$ cat config.mk
export PLATFORM = sky130hd
export DESIGN_NAME = remote_key_hold_controller
export DESIGN_NICKNAME = d
export VERILOG_FILES = /design/src/hw/rtl/rkh_pkg.sv /design/src/hw/rtl/remote_key_hold_controller.sv /design/src/hw/rtl/rkh_csr.sv /design/src/hw/rtl/rkh_tick.sv
export SDC_FILE = /design/constraint.sdc
export NUM_CORES = 1
export LEC_CHECK = 0
export ABC_CLOCK_PERIOD_IN_PS = 2800
export BUFFER_PORTS_ARGS = -buffer_cell sky130_fd_sc_hd__buf_2
export CORE_ASPECT_RATIO = 1.4
export CORE_MARGIN = 3
export CORE_UTILIZATION = 55
export CTS_BUF_LIST = sky130_fd_sc_hd__clkbuf_4
export CTS_CLUSTER_SIZE = 8
export DETAILED_ROUTE_END_ITERATION = 16
export PLACE_DENSITY = 0.76
export SLEW_MARGIN = 30
export SYNTH_ARGS = -nofsm -noshare
export SYNTH_HDL_FRONTEND = slang
export SYNTH_HIERARCHICAL = 1
export SYNTH_SLANG_ARGS = --single-unit
$ cat constraint.sdc
create_clock -name clock -period 2.8 [get_ports clock]
set_clock_uncertainty 0.15 [all_clocks]
set_input_delay 0.42 -clock clock [delete_from_list [all_inputs] [get_ports clock]]
set_output_delay 0.42 -clock clock [all_outputs]
set_load 0.01 [all_outputs]
$ cat src/hw/rtl/rkh_pkg.sv
// ----------------------------------------------------------------------------
// rkh_pkg - remote key hold controller shared definitions
// Key codes, register indexes and reset values, and the structs that carry
// one tick item, one result and the configuration between modules.
// ----------------------------------------------------------------------------
package rkh_pkg;

   localparam int CsrAddrWidth = 5;
   localparam int CsrDataWidth = 32;

   // key codes
   localparam logic [7:0] KEY_UNLOCK = 8'd1;
   localparam logic [7:0] KEY_LOCK   = 8'd2;
   localparam logic [7:0] KEY_CALIB  = 8'd3;
   localparam logic [7:0] KEY_ALARM  = 8'd4;
   localparam logic [7:0] KEY_CHILD  = 8'd8;

   // register indexes (byte address / 4)
   localparam logic [2:0] REG_LOCK_HOLD  = 3'd0;
   localparam logic [2:0] REG_CHILD_HOLD = 3'd1;
   localparam logic [2:0] REG_CALIB_HOLD = 3'd2;
   localparam logic [2:0] REG_ALARM_HOLD = 3'd3;
   localparam logic [2:0] REG_RELEASE    = 3'd4;
   localparam logic [2:0] REG_CALIB_RUN  = 3'd5;

   // register reset values
   localparam logic [7:0]  RST_LOCK_HOLD  = 8'd8;
   localparam logic [7:0]  RST_CHILD_HOLD = 8'd10;
   localparam logic [15:0] RST_CALIB_HOLD = 16'd1500;
   localparam logic [7:0]  RST_ALARM_HOLD = 8'd80;
   localparam logic [7:0]  RST_RELEASE    = 8'd180;
   localparam logic [15:0] RST_CALIB_RUN  = 16'd80;

   localparam logic [7:0] HOLD_MAX = 8'd255;

   typedef struct packed {
      logic [7:0]  lock_hold_ticks;
      logic [7:0]  child_hold_ticks;
      logic [15:0] calib_hold_ticks;
      logic [7:0]  alarm_hold_ticks;
      logic [7:0]  release_ticks;
      logic [15:0] calib_run_ticks;
   } cfg_type;

   typedef struct packed {
      logic [7:0] key_primary;
      logic [7:0] key_secondary;
      logic       pad_busy_a;
      logic       pad_busy_b;
      logic       motor_run_a;
      logic       motor_run_b;
   } item_type;

   typedef struct packed {
      logic alarm_on;
      logic locked;
      logic child_mode;
      logic child_toggle_pulse;
      logic calibrating;
   } result_type;

endpackage

$ cat src/hw/rtl/remote_key_hold_controller.sv
// Path: an accepted transaction is held in the input register, then its result
//   moves into the result register when that register is free or drains.
// Throughput: one transaction per cycle while rsp_ready is high; the per-tick logic
//   between the two registers is a handful of 8- and 16-bit compares and increments.
// Reset: clears all key, alarm, lock and calibration state and loads the
//   register defaults; no clearing pass, transactions accepted right after reset.
// ----------------------------------------------------------------------------
// remote_key_hold_controller - remote key hold controller top level
// Input register, per-tick logic with state, result register, and the
// configuration registers.
// ----------------------------------------------------------------------------
module remote_key_hold_controller
   import rkh_pkg::*;
(
   input  logic                    clock,
   input  logic                    reset,
   // tick input channel
   input  logic                    req_valid,
   output logic                    req_ready,
   input  logic [7:0]              req_key_primary,
   input  logic [7:0]              req_key_secondary,
   input  logic                    req_pad_busy_a,
   input  logic                    req_pad_busy_b,
   input  logic                    req_motor_run_a,
   input  logic                    req_motor_run_b,
   // result channel
   output logic                    rsp_valid,
   input  logic                    rsp_ready,
   output logic                    rsp_alarm_on,
   output logic                    rsp_locked,
   output logic                    rsp_child_mode,
   output logic                    rsp_child_toggle_pulse,
   output logic                    rsp_calibrating,
   // configuration port
   input  logic                    csr_psel,
   input  logic                    csr_penable,
   input  logic                    csr_pwrite,
   input  logic [CsrAddrWidth-1:0] csr_paddr,
   input  logic [CsrDataWidth-1:0] csr_pwdata,
   output logic [CsrDataWidth-1:0] csr_prdata,
   output logic                    csr_pready
);

   cfg_type    cfg;
   item_type   item_ff;
   logic       item_valid_ff, item_valid_in;
   result_type tick_result;
   result_type result_ff;
   logic       rsp_valid_ff, rsp_valid_in;
   logic       advance;
   logic       req_take;

   // item moves into the result register when that register is free or drains
   assign advance   = item_valid_ff & (~rsp_valid_ff | rsp_ready);
   assign req_ready = ~item_valid_ff | advance;
   assign req_take  = req_valid & req_ready;

   assign item_valid_in = req_take | (item_valid_ff & ~advance);
   assign rsp_valid_in  = advance | (rsp_valid_ff & ~rsp_ready);

   rkh_csr u_csr (
      .clock       (clock),
      .reset       (reset),
      .csr_psel    (csr_psel),
      .csr_penable (csr_penable),
      .csr_pwrite  (csr_pwrite),
      .csr_paddr   (csr_paddr),
      .csr_pwdata  (csr_pwdata),
      .csr_prdata  (csr_prdata),
      .csr_pready  (csr_pready),
      .cfg         (cfg)
   );

   rkh_tick u_tick (
      .clock   (clock),
      .reset   (reset),
      .tick_en (advance),
      .item    (item_ff),
      .cfg     (cfg),
      .result  (tick_result)
   );

   always_ff @(posedge clock) begin
      if (reset) begin
         item_valid_ff <= 1'b0;
         rsp_valid_ff  <= 1'b0;
      end else begin
         item_valid_ff <= item_valid_in;
         rsp_valid_ff  <= rsp_valid_in;
      end
   end

   always_ff @(posedge clock) begin
      if (req_take) begin
         item_ff.key_primary   <= req_key_primary;
         item_ff.key_secondary <= req_key_secondary;
         item_ff.pad_busy_a    <= req_pad_busy_a;
         item_ff.pad_busy_b    <= req_pad_busy_b;
         item_ff.motor_run_a   <= req_motor_run_a;
         item_ff.motor_run_b   <= req_motor_run_b;
      end
      if (advance) begin
         result_ff <= tick_result;
      end
   end

   assign rsp_valid              = rsp_valid_ff;
   assign rsp_alarm_on           = result_ff.alarm_on;
   assign rsp_locked             = result_ff.locked;
   assign rsp_child_mode         = result_ff.child_mode;
   assign rsp_child_toggle_pulse = result_ff.child_toggle_pulse;
   assign rsp_calibrating        = result_ff.calibrating;

endmodule

$ cat src/hw/rtl/rkh_csr.sv
// ----------------------------------------------------------------------------
// rkh_csr - configuration registers
// APB-style register file holding the six hold and run thresholds.
// ----------------------------------------------------------------------------
module rkh_csr
   import rkh_pkg::*;
(
   input  logic                    clock,
   input  logic                    reset,
   input  logic                    csr_psel,
   input  logic                    csr_penable,
   input  logic                    csr_pwrite,
   input  logic [CsrAddrWidth-1:0] csr_paddr,
   input  logic [CsrDataWidth-1:0] csr_pwdata,
   output logic [CsrDataWidth-1:0] csr_prdata,
   output logic                    csr_pready,
   output cfg_type                 cfg
);

   cfg_type    cfg_ff;
   cfg_type    cfg_in;
   logic [2:0] reg_index;
   logic       wr_en;

   assign reg_index  = csr_paddr[4:2];
   assign wr_en      = csr_psel & csr_penable & csr_pwrite;
   assign csr_pready = 1'b1;
   assign cfg        = cfg_ff;

   always_comb begin
      cfg_in = cfg_ff;
      if (wr_en) begin
         case (reg_index)
            REG_LOCK_HOLD:  cfg_in.lock_hold_ticks  = csr_pwdata[7:0];
            REG_CHILD_HOLD: cfg_in.child_hold_ticks = csr_pwdata[7:0];
            REG_CALIB_HOLD: cfg_in.calib_hold_ticks = csr_pwdata[15:0];
            REG_ALARM_HOLD: cfg_in.alarm_hold_ticks = csr_pwdata[7:0];
            REG_RELEASE:    cfg_in.release_ticks    = csr_pwdata[7:0];
            REG_CALIB_RUN:  cfg_in.calib_run_ticks  = csr_pwdata[15:0];
            default:        cfg_in = cfg_ff;
         endcase
      end
   end

   always_comb begin
      case (reg_index)
         REG_LOCK_HOLD:  csr_prdata = {24'd0, cfg_ff.lock_hold_ticks};
         REG_CHILD_HOLD: csr_prdata = {24'd0, cfg_ff.child_hold_ticks};
         REG_CALIB_HOLD: csr_prdata = {16'd0, cfg_ff.calib_hold_ticks};
         REG_ALARM_HOLD: csr_prdata = {24'd0, cfg_ff.alarm_hold_ticks};
         REG_RELEASE:    csr_prdata = {24'd0, cfg_ff.release_ticks};
         REG_CALIB_RUN:  csr_prdata = {16'd0, cfg_ff.calib_run_ticks};
         default:        csr_prdata = '0;
      endcase
   end

   always_ff @(posedge clock) begin
      if (reset) begin
         cfg_ff.lock_hold_ticks  <= RST_LOCK_HOLD;
         cfg_ff.child_hold_ticks <= RST_CHILD_HOLD;
         cfg_ff.calib_hold_ticks <= RST_CALIB_HOLD;
         cfg_ff.alarm_hold_ticks <= RST_ALARM_HOLD;
         cfg_ff.release_ticks    <= RST_RELEASE;
         cfg_ff.calib_run_ticks  <= RST_CALIB_RUN;
      end else begin
         cfg_ff <= cfg_in;
      end
   end

endmodule

$ cat src/hw/rtl/rkh_tick.sv
// ----------------------------------------------------------------------------
// rkh_tick - per-tick key, alarm, lock, child and calibration logic
// Holds the controller state and computes the next state and the result of
// one tick; state advances when the tick is committed.
// ----------------------------------------------------------------------------
module rkh_tick
   import rkh_pkg::*;
(
   input  logic       clock,
   input  logic       reset,
   input  logic       tick_en,
   input  item_type   item,
   input  cfg_type    cfg,
   output result_type result
);

   logic        alarm_flag_ff,         alarm_flag_in;
   logic [7:0]  alarm_counter_ff,      alarm_counter_in;
   logic [7:0]  key_hold_counter_ff,   key_hold_counter_in;
   logic [7:0]  release_counter_ff,    release_counter_in;
   logic [15:0] calib_hold_counter_ff, calib_hold_counter_in;
   logic [15:0] calib_run_counter_ff,  calib_run_counter_in;
   logic        lock_latch_ff,         lock_latch_in;
   logic        child_latch_ff,        child_latch_in;
   logic        calib_started_ff,      calib_started_in;
   logic        lock_state_ff,         lock_state_in;
   logic        child_state_ff,        child_state_in;
   logic        calib_active_ff,       calib_active_in;

   logic [7:0] key;
   logic       gated;
   logic       pulse;
   logic [7:0] hold_inc;

   assign key   = (item.key_primary != 8'd0) ? item.key_primary : item.key_secondary;
   assign gated = ~(item.pad_busy_a | item.pad_busy_b | item.motor_run_a | item.motor_run_b)
                  | lock_state_ff;
   // hold counter saturates
   assign hold_inc = (key_hold_counter_ff < HOLD_MAX) ? key_hold_counter_ff + 8'd1
                                                      : key_hold_counter_ff;

   always_comb begin
      alarm_flag_in         = alarm_flag_ff;
      alarm_counter_in      = alarm_counter_ff;
      key_hold_counter_in   = key_hold_counter_ff;
      release_counter_in    = release_counter_ff;
      calib_hold_counter_in = calib_hold_counter_ff;
      calib_run_counter_in  = calib_run_counter_ff;
      lock_latch_in         = lock_latch_ff;
      child_latch_in        = child_latch_ff;
      calib_started_in      = calib_started_ff;
      lock_state_in         = lock_state_ff;
      child_state_in        = child_state_ff;
      calib_active_in       = calib_active_ff;
      pulse                 = 1'b0;

      // alarm runs on every tick
      if (key == KEY_ALARM) begin
         alarm_flag_in    = 1'b1;
         alarm_counter_in = 8'd0;
      end else if (alarm_counter_ff >= cfg.alarm_hold_ticks) begin
         alarm_flag_in = 1'b0;
      end else begin
         alarm_counter_in = alarm_counter_ff + 8'd1;
      end

      if (gated) begin
         case (key)
            KEY_LOCK, KEY_UNLOCK: begin
               if (key_hold_counter_ff > cfg.lock_hold_ticks) begin
                  if (!lock_latch_ff) begin
                     lock_latch_in = 1'b1;
                     lock_state_in = (key == KEY_LOCK) ? ~lock_state_ff : 1'b0;
                  end
               end else begin
                  key_hold_counter_in = hold_inc;
               end
               release_counter_in = 8'd0;
            end
            KEY_CHILD: begin
               if (key_hold_counter_ff > cfg.child_hold_ticks) begin
                  if (!child_latch_ff) begin
                     child_latch_in = 1'b1;
                     child_state_in = ~child_state_ff;
                     pulse          = 1'b1;
                  end
               end else begin
                  key_hold_counter_in = hold_inc;
               end
               release_counter_in = 8'd0;
            end
            KEY_CALIB: begin
               if (calib_hold_counter_ff >= cfg.calib_hold_ticks) begin
                  calib_hold_counter_in = 16'd0;
                  calib_started_in      = 1'b1;
                  calib_active_in       = 1'b1;
               end else begin
                  calib_hold_counter_in = calib_hold_counter_ff + 16'd1;
               end
               release_counter_in = 8'd0;
            end
            default: begin
               // any other key, the alarm key included: count toward re-arming the latches
               if (release_counter_ff >= cfg.release_ticks) begin
                  release_counter_in = 8'd0;
                  child_latch_in     = 1'b0;
                  lock_latch_in      = 1'b0;
               end else begin
                  release_counter_in = release_counter_ff + 8'd1;
               end
               calib_hold_counter_in = 16'd0;
               key_hold_counter_in   = 8'd0;
            end
         endcase

         // run timer sees the activity set by this tick's key
         if (calib_active_in) begin
            if (calib_run_counter_ff >= cfg.calib_run_ticks) begin
               if (calib_started_in) begin
                  calib_active_in = 1'b0;
               end
            end else begin
               calib_run_counter_in = calib_run_counter_ff + 16'd1;
            end
         end else begin
            calib_run_counter_in = 16'd0;
         end
      end
   end

   assign result.alarm_on           = alarm_flag_in;
   assign result.locked             = lock_state_in;
   assign result.child_mode         = child_state_in;
   assign result.child_toggle_pulse = pulse;
   assign result.calibrating        = calib_active_in;

   always_ff @(posedge clock) begin
      if (reset) begin
         alarm_flag_ff         <= 1'b0;
         alarm_counter_ff      <= 8'd0;
         key_hold_counter_ff   <= 8'd0;
         release_counter_ff    <= 8'd0;
         calib_hold_counter_ff <= 16'd0;
         calib_run_counter_ff  <= 16'd0;
         lock_latch_ff         <= 1'b0;
         child_latch_ff        <= 1'b0;
         calib_started_ff      <= 1'b0;
         lock_state_ff         <= 1'b0;
         child_state_ff        <= 1'b0;
         calib_active_ff       <= 1'b0;
      end else if (tick_en) begin
         alarm_flag_ff         <= alarm_flag_in;
         alarm_counter_ff      <= alarm_counter_in;
         key_hold_counter_ff   <= key_hold_counter_in;
         release_counter_ff    <= release_counter_in;
         calib_hold_counter_ff <= calib_hold_counter_in;
         calib_run_counter_ff  <= calib_run_counter_in;
         lock_latch_ff         <= lock_latch_in;
         child_latch_ff        <= child_latch_in;
         calib_started_ff      <= calib_started_in;
         lock_state_ff         <= lock_state_in;
         child_state_ff        <= child_state_in;
         calib_active_ff       <= calib_active_in;
      end
   end

   // a toggle pulse really flips child mode
   a_pulse_toggles: assert property (@(posedge clock) disable iff (reset)
      !reset && tick_en && pulse |=> child_state_ff != $past(child_state_ff))
      else $error("child toggle pulse without child mode change");

   // calibration only runs once it has been started
   a_calib_started: assert property (@(posedge clock) disable iff (reset)
      calib_active_ff |-> calib_started_ff)
      else $error("calibration active without start");

   // alarm key always raises the alarm on the committed tick
   a_alarm_raise: assert property (@(posedge clock) disable iff (reset)
      !reset && tick_en && key == KEY_ALARM |=> alarm_flag_ff && alarm_counter_ff == 8'd0)
      else $error("alarm key did not raise alarm");

   // state holds when no transaction is committed
   a_state_hold: assert property (@(posedge clock) disable iff (reset)
      !reset && !tick_en |=> $stable(lock_state_ff) && $stable(child_state_ff)
                             && $stable(key_hold_counter_ff))
      else $error("state changed without a transaction");

endmodule

==> impl_metrics.json <==
{
  "status": "finished, final reports clean",
  "viasPerCell": 5.87,
  "slowest_delay_ns": 0.59,
  "worstSkewPairLatency_ns": 0.57,
  "cts_tree": "done",
  "worst_pin_slew_ns": 0.566,
  "synth_xor_xnor_area_share_pct": 2.39,
  "synth-main-ff-cell": "dfxtp_1",
  "async_reset_ff_share_pct": 0,
  "fmax_ghz": 0.371,
  "cpMaxStageDelayCell": "or4_4",
  "synthMuxAreaShare_pct": 5.79,
  "grt.overflow.total": 0,
  "dp_slack_ns": 0.0707,
  "cp-start-kind": "flop",
  "max-cap-violations": 0,
  "root_buffer": "clkbuf_4",
  "nets": 1280,
  "drc": 0,
  "drive_gt1_share_pct": 15.4,
  "layout_setup_ws_ns": 0.106,
  "mostFrequentLayoutCells": "dfxtp_1, o21ai_0, inv_1, nor2_1, ha_1",
  "die-area_um2": 18300,
  "cp.arrival_ns": 3.01,
  "yosys.area_share.simple_pct": 20.9,
  "drt-total-wl_um": 23900,
  "seq_area_frac_synth_pct": 36.3,
  "synth_top_family_by_area": "simple AND/OR/NAND/NOR gates",
  "crit_path_end_kind": "flop",
  "drtPass1Iterations": 6,
  "clk_pin_slew_ns": 0.13,
  "floorplan.initialDensity_pct": 56.5,
  "dp_hpwl_um": 17100,
  "yosys.area_share.adder_pct": 9.52,
  "synth_edf_count": 25,
  "avgRoutedWirePerCell_um": 17.6,
  "grt_max_degree": 65,
  "synth_area_um2": 9170,
  "synth-compound-area-share_pct": 17.5,
  "io_pins": 104,
  "worstPathCellList": "or4_4 -> or4_4 -> a21oi_4 -> a21oi_4 -> o2111ai_2 -> or3_2 -> a21oi_1",
  "worstHoldPathType": "in -> reg",
  "port_buffers": 68,
  "grt_pass1_wl_um": 38300,
  "whs_path_depth": 2,
  "ys_types": 90,
  "die_h_um": 159,
  "hold_slack_ns": 0.0787,
  "die_x_um": 115,
  "relSlewSlack_pct": 62.1,
  "area_growth_pct": 13.0,
  "fillers": 1367,
  "row_count": 55,
  "hold_viol_final": 0,
  "antenna_found_initial": 1,
  "peakVddDrop_mv": 0.372,
  "reg2regPathDepth": 7,
  "worstPathRequired_ns": 3.11,
  "final.min_clock_period_ns": 2.69,
  "fin_crit_sh_pct": 96.2,
  "setup_viol": 0,
  "first_iter_violations": 595,
  "ys_seq_elements": 154,
  "multi_input_area_um2": 5240,
  "tns_ns": 0,
  "clock_sinks": 154,
  "rsz0062_at_grt": "no",
  "ant_nets": 0,
  "cellPowerDensity_nw_per_um2": 380,
  "ys_warn_count": 6,
  "htree_num_levels": 4,
  "criticalPathCategory": "reg -> reg",
  "grtUsageTotal_pct": 26.3,
  "critical_path_peak_fanout": 5,
  "vias": 7987,
  "power_leakage_nw": 4.34,
  "slew_viol_final": 0,
  "syn_inst": 1038,
  "numCtsBuffers": 17,
  "avgSynthCellArea_um2": 8.83,
  "gp_congestion": 0.896,
  "cts_buffer_depth": 2,
  "fp.coreArea_um2": 16200,
  "final_common_cell": "dfxtp_1",
  "grt_pass1_vias": 7750,
  "regArea_um2": 3330
}
==> worst max-delay path, delay by kind of cell, from the launching register on <==
kind / cells / cell delay (ns)
simple gates: 3 / 1.28
flops: 1 / 0.46
compound gates: 4 / 0.70
==> stage by stage <==
stage	util [%]	instance area [µm²]	power [W]	cells
floorplan	-	9230	0.00256	1053
global placement	59.7	9690	0.00266	1286
CTS	63.5	10300	0.00394	1357
global route	63.8	10400	0.00408	1360
finish	63.8	10400	0.00394	1360
detailed placement	59.7	9690	0.00267	1286
==> logic make-up (layout without fill, tap and decap cells) <==
logic type                 after synthesis  count (layout)
AOI/OAI and AO/OA                      252             252
xor gates and xnor gates                25              25
adders and majority gates               70              70
buffers and inverters                  143             250
DFF                                    154             154
muxes                                   53              53
other                                    2              18
and+or+nand+nor                        339             339
==> cell usage after synthesis (11+ instances only) <==
master    number  area share, %
clkbuf_1      25            1.0
nor3_1        13           0.71
inv_1         78            3.2
nor2b_1       33            2.3
xor2_1        14            1.3
nand4_1       12           0.82
xnor2_1       11            1.1
nand3_1       31            1.7
buf_4         24            2.0
nand2_1       48            2.0
mux2i_1       53            5.8
a21oi_1       54            2.9
o21ai_1       21            1.1
nor2_1        78            3.2
ha_1          69            9.4
edfxtp_1      25            8.2
a31oi_1       12           0.82
or3_1         14           0.96
dfxtp_1      129             28
nand2b_1      34            2.3
and3_1        15            1.0
o21ai_0       86            4.7
==> registers in the layout (all words and copies together), names as in the netlist, 8 cells and up <==
name and count:
u_csr/cfg 64, item_ff 20, u_tick/calib_hold_counter_ff 16, u_tick/calib_run_counter_ff 16, u_tick/alarm_counter_ff 8, u_tick/key_hold_counter_ff 8
u_tick/release_counter_ff 8
==> layer usage <==
| layer | share of wire (%) | vias to the layer above | track usage (%) |
|---|---|---|---|
| li1 | - | 3871 | - |
| met1 | 38 | 3765 | 29.1 |
| met2 | 51 | 282 | 46.1 |
| met3 | 5.2 | 69 | 4.88 |
| met4 | 5.3 | 0 | 14.9 |
| met5 | 0 | - | 0 |
==> final timing paths <==
check | from | endpoint | slack (ns)
worst max register to register | item_ff[8]$_DFFE_PP_ | u_tick/key_hold_counter_ff[5]$_SDFFE_PP0P_ | 0.11
worst max-delay path | item_ff[8]$_DFFE_PP_ | u_tick/key_hold_counter_ff[5]$_SDFFE_PP0P_ | 0.11
worst min-delay path | reset | u_tick/release_counter_ff[1]$_SDFFE_PP0P_ | 0.08
worst min register to register | u_tick/alarm_flag_ff$_SDFFE_PP0P_ | u_tick/alarm_flag_ff$_SDFFE_PP0P_ | 0.34
==> what timing repair did <==
action / in CTS / in global routing
hold buffers: 39 / 0
hold endpoints to repair: 49 / 0
setup endpoints to repair: 0 / 12
gates resized for setup: 0 / 4
buffers inserted: 0 / 2
==> report_power, final <==
| group | total (W) | internal [W] | switching (W) |
|---|---|---|---|
| logic | 0.000367 | 0.000152 | 0.000215 |
| registers | 0.00231 | 0.00228 | 0.0000280 |
| clock network | 0.00126 | 0.000463 | 0.000800 |
==> area by class of cell <==
cell class                      instances  area share, %
Inverter                               78           2.83
Timing Repair Buffer                  140           9.71
Clock buffer                           21           1.52
Tap cell                              199           2.40
Clock inverter                         11          0.785
Sequential cell                       154           32.2
Antenna cell                            1         0.0242
Multi-Input combinational cell        756           50.6
Power figures use the tool's default switching activity.
